File: src/rtl/atq_pkg.sv
// Shared constants, types and tables for the accelerometer tilt quaternion block.
`default_nettype none
package atq_pkg;
    localparam int SAMPLE_WIDTH = 16;
    localparam int OUT_FRAC_BITS = 15;
    localparam int CORDIC_ITERATIONS = 16;
    localparam int OUT_WIDTH = OUT_FRAC_BITS + 1;
    localparam int CW = 46;   // CORDIC datapath width
    localparam int AW = 34;   // angle width in the rotation units
    localparam int SCALE_SH = 41 - SAMPLE_WIDTH;

    // Magnitude of (2^30, 0) after the vectoring steps, i.e. the CORDIC gain in Q30.
    function automatic longint cordic_gain();
        longint x;
        longint y;
        longint dx;
        longint dy;
        begin
            x = 64'sd1 <<< 30;
            y = 64'sd0;
            for (int i = 0; i < CORDIC_ITERATIONS && i < 32; i++)
            begin
                dx = y >>> i;
                dy = x >>> i;
                if (y > 0)
                begin
                    x = x + dx;
                    y = y - dy;
                end
                else
                begin
                    x = x - dx;
                    y = y + dy;
                end
            end
            return x;
        end
    endfunction

    localparam longint GAIN_Q30 = cordic_gain();

    // Gain and start value, fixed by the iteration count.
    localparam logic [CW-1:0] GAIN_Q20 = CW'(GAIN_Q30 >>> 10);
    localparam logic [CW-1:0] ROT_X0 = CW'((64'sd1 <<< 60) / GAIN_Q30);

    localparam logic [1:0] REG_MIN_MAG = 2'd0;

    typedef struct packed {
        logic signed [CW-1:0] x;
        logic signed [CW-1:0] y;
        logic [31:0]          z;
    } vec_cell_t;

    typedef struct packed {
        logic signed [CW-1:0] x;
        logic signed [CW-1:0] y;
        logic signed [AW-1:0] z;
    } rot_cell_t;

    function automatic logic [31:0] atan_lut(input logic [4:0] i);
        logic [31:0] r;
        begin
            unique case (i)
                5'd0: r = 32'h20000000; 5'd1: r = 32'h12E4051E;
                5'd2: r = 32'h09FB385B; 5'd3: r = 32'h051111D4;
                5'd4: r = 32'h028B0D43; 5'd5: r = 32'h0145D7E1;
                5'd6: r = 32'h00A2F61E; 5'd7: r = 32'h00517C55;
                5'd8: r = 32'h0028BE53; 5'd9: r = 32'h00145F2F;
                5'd10: r = 32'h000A2F98; 5'd11: r = 32'h000517CC;
                5'd12: r = 32'h00028BE6; 5'd13: r = 32'h000145F3;
                5'd14: r = 32'h0000A2FA; 5'd15: r = 32'h0000517D;
                5'd16: r = 32'h000028BE; 5'd17: r = 32'h0000145F;
                5'd18: r = 32'h00000A30; 5'd19: r = 32'h00000518;
                5'd20: r = 32'h0000028C; 5'd21: r = 32'h00000146;
                5'd22: r = 32'h000000A3; 5'd23: r = 32'h00000051;
                5'd24: r = 32'h00000029; 5'd25: r = 32'h00000014;
                5'd26: r = 32'h0000000A; 5'd27: r = 32'h00000005;
                5'd28: r = 32'h00000003; 5'd29: r = 32'h00000001;
                5'd30: r = 32'h00000001; default: r = 32'h00000000;
            endcase
            return r;
        end
    endfunction
endpackage
`default_nettype wire

File: src/rtl/atq_rot_cell.sv
// One rotation CORDIC micro-rotation with a pipeline register.
`default_nettype none
module atq_rot_cell (
    input  wire logic                clk,
    input  wire logic                en,
    input  wire logic [4:0]          shift,
    input  atq_pkg::rot_cell_t       din,
    output atq_pkg::rot_cell_t       dout
);
    atq_pkg::rot_cell_t res_next;
    atq_pkg::rot_cell_t res_reg;
    logic signed [atq_pkg::CW-1:0] dx;
    logic signed [atq_pkg::CW-1:0] dy;
    logic signed [atq_pkg::AW-1:0] at;

    always_comb
    begin
        dx = din.y >>> shift;
        dy = din.x >>> shift;
        at = atq_pkg::AW'({2'b00, atq_pkg::atan_lut(shift)});
        if (din.z >= 0)
        begin
            res_next.x = din.x - dx;
            res_next.y = din.y + dy;
            res_next.z = din.z - at;
        end
        else
        begin
            res_next.x = din.x + dx;
            res_next.y = din.y - dy;
            res_next.z = din.z + at;
        end
    end

    always_ff @(posedge clk)
    begin
        if (en)
        begin
            res_reg <= res_next;
        end
    end
    assign dout = res_reg;
endmodule
`default_nettype wire
File: config.mk
export PLATFORM = sky130hd
export DESIGN_NAME = atq_rot_cell
export DESIGN_NICKNAME = d
export VERILOG_FILES = /design/src/rtl/atq_pkg.sv /design/src/rtl/atq_rot_cell.sv
export SDC_FILE = /design/constraint.sdc
export NUM_CORES = 1
export LEC_CHECK = 0
export BUFFER_PORTS_ARGS = -buffer_cell sky130_fd_sc_hd__clkbuf_2
export CAP_MARGIN = 20
export CORE_MARGIN = 1
export CORE_UTILIZATION = 30
export CTS_BUF_LIST = sky130_fd_sc_hd__clkbuf_8
export CTS_CLUSTER_DIAMETER = 30
export CTS_CLUSTER_SIZE = 24
export DETAILED_ROUTE_END_ITERATION = 12
export GPL_TIMING_DRIVEN = 0
export PLACE_DENSITY_LB_ADDON = 0.05
export SYNTH_ARGS = -nofsm -noshare
export SYNTH_HDL_FRONTEND = slang
export SYNTH_SLANG_ARGS = --single-unit
File: constraint.sdc
create_clock -name clk -period 7.65 [get_ports clk]
set_input_delay 0.765 -clock clk [delete_from_list [all_inputs] [get_ports clk]]
set_output_delay 0.765 -clock clk [all_outputs]
set_load 0.03 [all_outputs]
==> metrics.cfg <==
[placement]
place_ws_ps = -2310
gp_congestion = 1.00
dp_cells = 3395
port_buffers = 255
dp_hpwl_mm = 82.5

[drt]
wl_per_cell_um = 29.7
drc = 0
vias = 20614
routed_via_density = 5.99
initialDrtViolationCount = 2150
drt_first_pass_iters = 5
drt_wl_total_mm = 102
antenna_left = 0

[pwr]
combPwrFrac = 0.640
powerDensity_mw_per_mm2 = 196
p_leak_nw = 9.68
power_switching_mw = 2.33
peakVddDrop_mv = 0.121
p_sw_frac = 0.499
p_int_mw = 2.34
clkPwrFrac = 0.125
p_seq_frac = 0.235

[floorplanning]
die_h_um = 262
rows = 94
fp.coreArea_mm2 = 0.0663
start_util = 0.306
boundaryPins = 259
die_w_um = 262
die-area_mm2 = 0.0686

[setup_path]
arrival_ps = 7830
slowest_stage = buf_2
cp-start-kind = primary input
cp_max_fo = 10
endpoint = dout[75]
crit_required_ps = 7950
cp-end-kind = flop
path_class = in2reg
critPathMaxStageDelay_ps = 420
startpoint = shift[3]
cpMostUsedCell = buf_2

[finish]
layout_common_cells = 269 x clkbuf_2, 208 x nand2_1, 186 x nor2_1
stdcell_count = 3444
drive_gt1_frac = 0.260
nets = 2848
layout_commonest_cell = clkbuf_2
final_core_util = 0.358
largest_reg_flops = 126
area_growth_syn_to_layout_pct = 17.1

[logic_synthesis]
yosys.area.top_type = edfxtp_1
netlist_instances = 2268
yosysSeqAreaShare = 0.187
ys_async_sr_fraction = 0
syn_area_mm2 = 0.0203
synth_cell_types = 91
synthFlopType = edfxtp_1
syn_nets = 2551
synthTopCellsByArea = edfxtp_1 19%, mux4_2 14%, ha_1 9.1%, xnor2_1 5.7%, mux2i_1 4.4%
synth_edf_count = 126
synth_top_area_share = 0.187
syn_area_per_cell_um2 = 8.94
synth-seq-cells = 126
ys.warnings.count = 0

[clock_tree]
cts_tree = built
cts.sinks = 126
clkTransAtPathRegs_ps = 80
cts_root_buf = clkbuf_8
clockBufferDepth = 2
numCtsBuffers = 17
htree_levels = 4
ctsHoldBuffers = 0

[global_route]
busiest_layer = met2
first_global_vias = 20257
antenna_found_initial = 5
gr-usage-met1 = 0.420
grt_first_pass_wirelength_mm = 146
met2_usage = 0.449
overflow = 0
grt_max_degree = 69
grt_util_met3 = 0.0520
groute.usage.overall = 0.297

[timing]
rsz0062_at_grt = false
setup_tns_ps = 0
timing.final.ws_setup_ps = 119
drv_slew = 0
period_minus_slack_ps = 7530
max_freq_ghz = 0.133
hold_violations = 0
tightest_slew_ps = 1260
final-setup-viol-count = 0
timing.final.crit_share = 0.984
slew_headroom = 0.161

[hold_path]
hold_path.class = in2reg

[job]
maxCapViolCount = 0

[outcome]
status = completed

==> stage by stage <==
stage / power [mW] / hold slack (ps) / area (um2)
floorplan: 3.08 / 877 / 20300
global placement: 3.97 / 1120 / 22600
detailed placement: 3.96 / 1130 / 22800
CTS: 4.63 / 508 / 23400
global route: 4.96 / 517 / 23800
finish: 4.67 / 548 / 23800
==> power groups by stage <==
| stage | sequential [mW] | clock (mW) | combinational [mW] |
|---|---|---|---|
| 4_1_cts | 1.10 | 0.621 | 2.91 |
| 6_report | 1.10 | 0.582 | 2.99 |
| 3_5_place_dp | 1.11 | 0 | 2.84 |
| 5_1_grt | 1.12 | 0.642 | 3.20 |
| 2_1_floorplan | 1.52 | 0 | 1.56 |
| 3_3_place_gp | 1.12 | 0 | 2.86 |
==> per-layer routing <==
| layer | up-vias | wire, um |
|---|---|---|
| met5 | - | 19 |
| met2 | 1035 | 44600 |
| met3 | 159 | 8150 |
| li1 | 9222 | - |
| met4 | 4 | 3390 |
| met1 | 10194 | 46300 |
==> synthesized netlist by cell type, types with 14 or more instances <==
library cell  count
nand3_1          43
o21a_1           32
a21o_1           69
o21bai_1         22
inv_1            53
nand4_1          21
edfxtp_1        126
or3_1            19
nor3_1           31
xnor2_1         131
mux2_2           56
nand2b_1         27
o31ai_1          24
mux4_2          124
a211oi_1         24
nor2_1          188
nor2b_1          26
mux2_1           14
mux2i_1          90
nand2_1         209
and2_1           16
o211ai_1         15
a21oi_1         159
a22oi_1          17
ha_1            147
and3_1           16
a31oi_1          19
o21ai_0         150
buf_1            23
buf_2            40
clkbuf_1         57
or2_2            15
xor2_1           90
==> critical path, delay by kind of cell <==
kind                       cells  cell delay, ps
AOI/OAI and AO/OA             11            2420
xor gates and xnor gates       2             370
adders and majority gates      2             580
buffers and inverters          8            2500
muxes                          2             700
and+or+nand+nor                3             460
==> cell families (layout without fill, tap and decap cells) <==
| group | Yosys count | after routing | synth area share |
|---|---|---|---|
| AO/OA/AOI/OAI | 652 | 652 | 0.210 |
| XOR/XNOR | 221 | 221 | 0.0954 |
| adder cells (fa/ha/maj) | 151 | 151 | 0.0941 |
| buffers and inverters | 192 | 502 | 0.0440 |
| flip-flops | 126 | 126 | 0.187 |
| multiplexers | 285 | 285 | 0.222 |
| other | 0 | 2 | 0 |
| AND/OR/NAND/NOR | 641 | 641 | 0.148 |
==> layout make-up <==
| class | count | area [um2] |
|---|---|---|
| Clock buffer | 17 | 234 |
| Timing Repair Buffer | 281 | 1550 |
| Fill cell | 7006 | 42600 |
| Clock inverter | 15 | 115 |
| Multi-Input combinational cell | 1950 | 15900 |
| Antenna cell | 2 | 5.00 |
| Sequential cell | 126 | 3780 |
| Inverter | 58 | 221 |
| Tap cell | 864 | 1080 |
| Buffer | 131 | 815 |
==> timing repair <==
action                     4_1_cts  5_1_grt
setup endpoints to repair       69       35
pin swaps                        4        4
gates resized for setup         85       87
buffers inserted                 8        7
==> worst min-delay path by stage <==
stage / cells after the start / start / end / slack [ps]
final: 2 / din[34] / dout[34] / 550
after global routing: 2 / din[34] / dout[34] / 520
after global placement: 2 / din[34] / dout[34] / 1120
after detailed placement: 2 / din[34] / dout[34] / 1130
after CTS: 2 / din[34] / dout[34] / 510
after floorplan: 0 / en / dout[0] / 880
(Power assumes the default switching activity.)
