--- config.mk ---
export PLATFORM = sky130hd
export DESIGN_NAME = atq_vec_cell
export DESIGN_NICKNAME = d
export VERILOG_FILES = /design/src/rtl/atq_pkg.sv /design/src/rtl/atq_vec_cell.sv
export SDC_FILE = /design/constraint.sdc
export NUM_CORES = 1
export LEC_CHECK = 0
export BUFFER_PORTS_ARGS = -buffer_cell sky130_fd_sc_hd__buf_2
export CAP_MARGIN = 15
export CORE_UTILIZATION = 40
export CTS_CLUSTER_DIAMETER = 200
export DETAILED_ROUTE_END_ITERATION = 10
export HOLD_SLACK_MARGIN = 0.12
export PLACE_DENSITY = 0.55
export SKIP_LAST_GASP = 1
export SYNTH_ARGS = -nofsm -noshare
export SYNTH_HDL_FRONTEND = slang
export SYNTH_SLANG_ARGS = --single-unit
--- constraint.sdc ---
create_clock -name clk -period 10.25 [get_ports clk]
set_input_delay 2.05 -clock clk [delete_from_list [all_inputs] [get_ports clk]]
set_output_delay 2.05 -clock clk [all_outputs]
set_load 0.005 [all_outputs]
--- src/rtl/atq_pkg.sv ---
// Shared constants, types and tables for the accelerometer tilt quaternion block.
`default_nettype none
package atq_pkg;
    localparam int SAMPLE_WIDTH = 16;
    localparam int OUT_FRAC_BITS = 15;
    localparam int CORDIC_ITERATIONS = 16;
    localparam int OUT_WIDTH = OUT_FRAC_BITS + 1;
    localparam int CW = 46;   // CORDIC datapath width
    localparam int AW = 34;   // angle width in the rotation units
    localparam int SCALE_SH = 41 - SAMPLE_WIDTH;

    // Magnitude of (2^30, 0) after the vectoring steps, i.e. the CORDIC gain in Q30.
    function automatic longint cordic_gain();
        longint x;
        longint y;
        longint dx;
        longint dy;
        begin
            x = 64'sd1 <<< 30;
            y = 64'sd0;
            for (int i = 0; i < CORDIC_ITERATIONS && i < 32; i++)
            begin
                dx = y >>> i;
                dy = x >>> i;
                if (y > 0)
                begin
                    x = x + dx;
                    y = y - dy;
                end
                else
                begin
                    x = x - dx;
                    y = y + dy;
                end
            end
            return x;
        end
    endfunction

    localparam longint GAIN_Q30 = cordic_gain();

    // Gain and start value, fixed by the iteration count.
    localparam logic [CW-1:0] GAIN_Q20 = CW'(GAIN_Q30 >>> 10);
    localparam logic [CW-1:0] ROT_X0 = CW'((64'sd1 <<< 60) / GAIN_Q30);

    localparam logic [1:0] REG_MIN_MAG = 2'd0;

    typedef struct packed {
        logic signed [CW-1:0] x;
        logic signed [CW-1:0] y;
        logic [31:0]          z;
    } vec_cell_t;

    typedef struct packed {
        logic signed [CW-1:0] x;
        logic signed [CW-1:0] y;
        logic signed [AW-1:0] z;
    } rot_cell_t;

    function automatic logic [31:0] atan_lut(input logic [4:0] i);
        logic [31:0] r;
        begin
            unique case (i)
                5'd0: r = 32'h20000000; 5'd1: r = 32'h12E4051E;
                5'd2: r = 32'h09FB385B; 5'd3: r = 32'h051111D4;
                5'd4: r = 32'h028B0D43; 5'd5: r = 32'h0145D7E1;
                5'd6: r = 32'h00A2F61E; 5'd7: r = 32'h00517C55;
                5'd8: r = 32'h0028BE53; 5'd9: r = 32'h00145F2F;
                5'd10: r = 32'h000A2F98; 5'd11: r = 32'h000517CC;
                5'd12: r = 32'h00028BE6; 5'd13: r = 32'h000145F3;
                5'd14: r = 32'h0000A2FA; 5'd15: r = 32'h0000517D;
                5'd16: r = 32'h000028BE; 5'd17: r = 32'h0000145F;
                5'd18: r = 32'h00000A30; 5'd19: r = 32'h00000518;
                5'd20: r = 32'h0000028C; 5'd21: r = 32'h00000146;
                5'd22: r = 32'h000000A3; 5'd23: r = 32'h00000051;
                5'd24: r = 32'h00000029; 5'd25: r = 32'h00000014;
                5'd26: r = 32'h0000000A; 5'd27: r = 32'h00000005;
                5'd28: r = 32'h00000003; 5'd29: r = 32'h00000001;
                5'd30: r = 32'h00000001; default: r = 32'h00000000;
            endcase
            return r;
        end
    endfunction
endpackage
`default_nettype wire

--- src/rtl/atq_vec_cell.sv ---
// One vectoring CORDIC micro-rotation with a pipeline register.
`default_nettype none
module atq_vec_cell (
    input  wire logic                clk,
    input  wire logic                en,
    input  wire logic [4:0]          shift,
    input  atq_pkg::vec_cell_t       din,
    output atq_pkg::vec_cell_t       dout
);
    atq_pkg::vec_cell_t res_next;
    atq_pkg::vec_cell_t res_reg;
    logic signed [atq_pkg::CW-1:0] dx;
    logic signed [atq_pkg::CW-1:0] dy;

    always_comb
    begin
        dx = din.y >>> shift;
        dy = din.x >>> shift;
        if (din.y > 0)
        begin
            res_next.x = din.x + dx;
            res_next.y = din.y - dy;
            res_next.z = din.z + atq_pkg::atan_lut(shift);
        end
        else
        begin
            res_next.x = din.x - dx;
            res_next.y = din.y + dy;
            res_next.z = din.z - atq_pkg::atan_lut(shift);
        end
    end

    always_ff @(posedge clk)
    begin
        if (en)
        begin
            res_reg <= res_next;
        end
    end
    assign dout = res_reg;
endmodule
`default_nettype wire

==> flow_summary.json <==
{
  "setup_viol": 0,
  "synth.most_common_cell": "nand2_1",
  "critical-path-slowest-cell": "a2111oi_1",
  "netlist_top_cells_area": "edfxtp_1 18%, mux4_2 12%, ha_1 8.7%",
  "synth_top_flop_cell": "edfxtp_1",
  "crit_chain": "buf_6, inv_2, mux2i_1, a211oi_1, a2111oi_1, ha_1, nand2_1, or3_1, or3_1, nand2_1, xor2_1, ha_1, a21o_1, a21o_1, a21oi_1, o21bai_1, a21o_1, a21o_1, a21oi_1, o21ai_1, nor4bb_1, or4_1",
  "postSynthAreaPerCell_sq_um": 8.74,
  "largest_reg_flops": 124,
  "routabilityCongestion": 1.02,
  "routed_wl_mm": 84.6,
  "finalNetCount": 2797,
  "vdd_drop_max_v": 0.0000977,
  "tritoncts": "yes",
  "cts-resized-gates": 0,
  "fin_tns_setup_ps": 0,
  "synth_async_sr_flop_share_pct": 0,
  "core.rowCount": 82,
  "cp_data_arrival_time_ps": 9160,
  "design_area_sq_um": 22900,
  "tightest_slew_ps": 1080,
  "synthTopCellsByCount": "210 x nand2_1, 176 x nor2_1, 174 x a21oi_1, 141 x ha_1, 136 x o21ai_0",
  "path_common_cell": "a21o_1",
  "placed_cell_area_sq_um": 22300,
  "clkSlewWorstSetupHoldPaths_ps": 60,
  "cp.required_ps": 10480,
  "slowest_delay_ps": 810,
  "drv_slew": 0,
  "netlist_area_sq_um": 20400,
  "die_area_sq_um": 51800,
  "max_cap_viol_count": 0,
  "ys_seq_area_share_pct": 18.3,
  "root_buffer": "clkbuf_16",
  "fmax_mhz": 112,
  "clkPwrFrac_pct": 18.9,
  "worstHoldStart": "din[1]",
  "cp-start-kind": "input pin",
  "die_h_microns": 228,
  "place.port_buffers": 254,
  "end_kind": "register",
  "numCtsBuffers": 17,
  "hold_end": "dout[1]$_DFFE_PP_",
  "ys_ff_latch": 124,
  "htree_levels": 4,
  "start_util_pct": 40.6,
  "wl_per_cell_microns": 26.4,
  "status": "finished, final reports clean",
  "coreArea_sq_um": 50200,
  "leakagePower_nw": 9.43,
  "critPathBufInv": 2,
  "clk_path_buf_depth": 2,
  "syn_nets": 2605,
  "synth_top_area_share_pct": 18.3,
  "crit_type": "input pin to register",
  "hold_class": "input pin to register",
  "postRouteAntennaNets": 0,
  "drive_gt1_share_pct": 21.1,
  "cpLargestDelayFamily": "compound AO/OA/AOI/OAI gates",
  "vias": 20700,
  "hold_viol_final": 0,
  "power_switching_mw": 1.36,
  "postCtsSetupBuffers": 0,
  "clkSinkCount": 124,
  "power.internal_mw": 1.87,
  "overflow": 0,
  "hpwl_mm": 65.9,
  "grt_max_degree": 90,
  "whs_path_depth": 2,
  "grt_util_all_layers_pct": 32.5,
  "synthCells": 2330,
  "synth_cell_types": 91,
  "synth_top_area_cell": "edfxtp_1",
  "post-route-period-util_pct": 87.1,
  "p_comb_share_pct": 56.3,
  "drc": 0,
  "pin_count": 255,
  "die_w_microns": 228,
  "path_max_fanout": 72,
  "seqPwrFrac_pct": 24.7,
  "via_per_inst": 6.45,
  "maxSlewHeadroom_pct": 27.6,
  "ys_warn_count": 0,
  "pwr_density_cell_nw_per_um2": 141,
  "drt_pass1_iterations": 6,
  "drtIter0Drc": 2435,
  "p_sw_share_pct": 42.1,
  "synth_edf_count": 124,
  "rsz0062_at_grt": "false",
  "antenna_found_initial": 5,
  "grt_pass1_wl_mm": 125,
  "grt_pass1_vias": 20000,
  "fin_crit_ps": 8930,
  "hold_buffers": 0,
  "area_growth_pct": 12.3
}
## layer usage
| layer | vias to the layer above | share of wire, % | GRT usage [%] |
|---|---|---|---|
| li1 | 9389 | - | - |
| met1 | 9961 | 41 | 42.3 |
| met2 | 1123 | 45 | 51.4 |
| met3 | 217 | 8.6 | 5.77 |
| met4 | 4 | 5.1 | 17.2 |
| met5 | - | 0.031 | 0 |
## how the worst max path moves through the flow
stage	from	to	slack (ps)	cells after the start
3_3_place_gp	shift[2]	dout[122]$_DFFE_PP_	1110	21
3_5_place_dp	shift[2]	dout[122]$_DFFE_PP_	930	22
4_1_cts	shift[2]	dout[122]$_DFFE_PP_	1470	22
2_1_floorplan	shift[1]	dout[30]$_DFFE_PP_	1420	30
6_report	shift[0]	dout[122]$_DFFE_PP_	1320	22
5_1_grt	shift[2]	dout[70]$_DFFE_PP_	810	22
## area by class of cell
| type | count | area, sq um |
|---|---|---|
| antenna | 2 | 5.00 |
| clock buffer | 17 | 425 |
| clock inverter | 15 | 148 |
| fill | 4996 | 27300 |
| inverter | 52 | 195 |
| multi-input combinational | 2015 | 15800 |
| sequential | 124 | 3720 |
| tap | 672 | 841 |
| timing repair buffer | 312 | 1730 |
## power by group through the flow
stage / registers (mW) / logic, mW / clock network, mW
2_1_floorplan: 0.830 / 1.17 / 0
3_3_place_gp: 0.808 / 1.78 / 0
3_5_place_dp: 0.810 / 1.78 / 0
4_1_cts: 0.802 / 1.79 / 0.634
5_1_grt: 0.816 / 1.97 / 0.646
6_report: 0.799 / 1.82 / 0.611
## cell families after synthesis
logic type,Yosys count,synth area share [%]
buf+inv,191,4.16
compound gates,702,22.8
simple gates,696,16.6
mux,268,20.4
fa+ha+maj,144,8.96
flops,124,18.3
xor+xnor,205,8.82
## per-stage QoR
step                      hold slack (ps)  power (mW)  util (%)  instances  setup slack [ps]
after floorplan                      2160        2.00         -       2330              1420
after global placement               2430        2.58      44.4       3175              1110
after detailed placement             2440        2.59      44.4       3175               928
after CTS                            1900        3.23      45.6       3207              1470
after global routing                 1940        3.44      45.6       3209               806
final                                1940        3.23      45.6       3209              1320
## cells in the final DEF, fill, tap and decap left out, types with 9 or more instances in the layout
cell and count:
nor2_1 175, nand2b_1 32, clkbuf_16 17, and2_1 21
o22a_1 9, a31oi_1 29, nand4_1 19, o21bai_1 10
a211oi_1 32, o21ai_0 136, xor2_1 75, nand3_1 60
mux2_2 43, xnor2_1 130, a41oi_1 13, a22oi_1 9
o31ai_1 14, or3_1 12, nand2_1 210, buf_2 248
buf_4 62, inv_1 48, ha_1 141, o211ai_1 21
and3_1 21, a21oi_1 174, edfxtp_1 124, o22ai_1 23
nor2b_1 25, mux4_2 108, a21o_1 78, mux2i_1 113
a211o_1 9, nor4_1 22, nor3_1 37, a221oi_1 14
or2_2 19, o21a_1 28
Note: power is estimated with default switching activity, not from simulation.
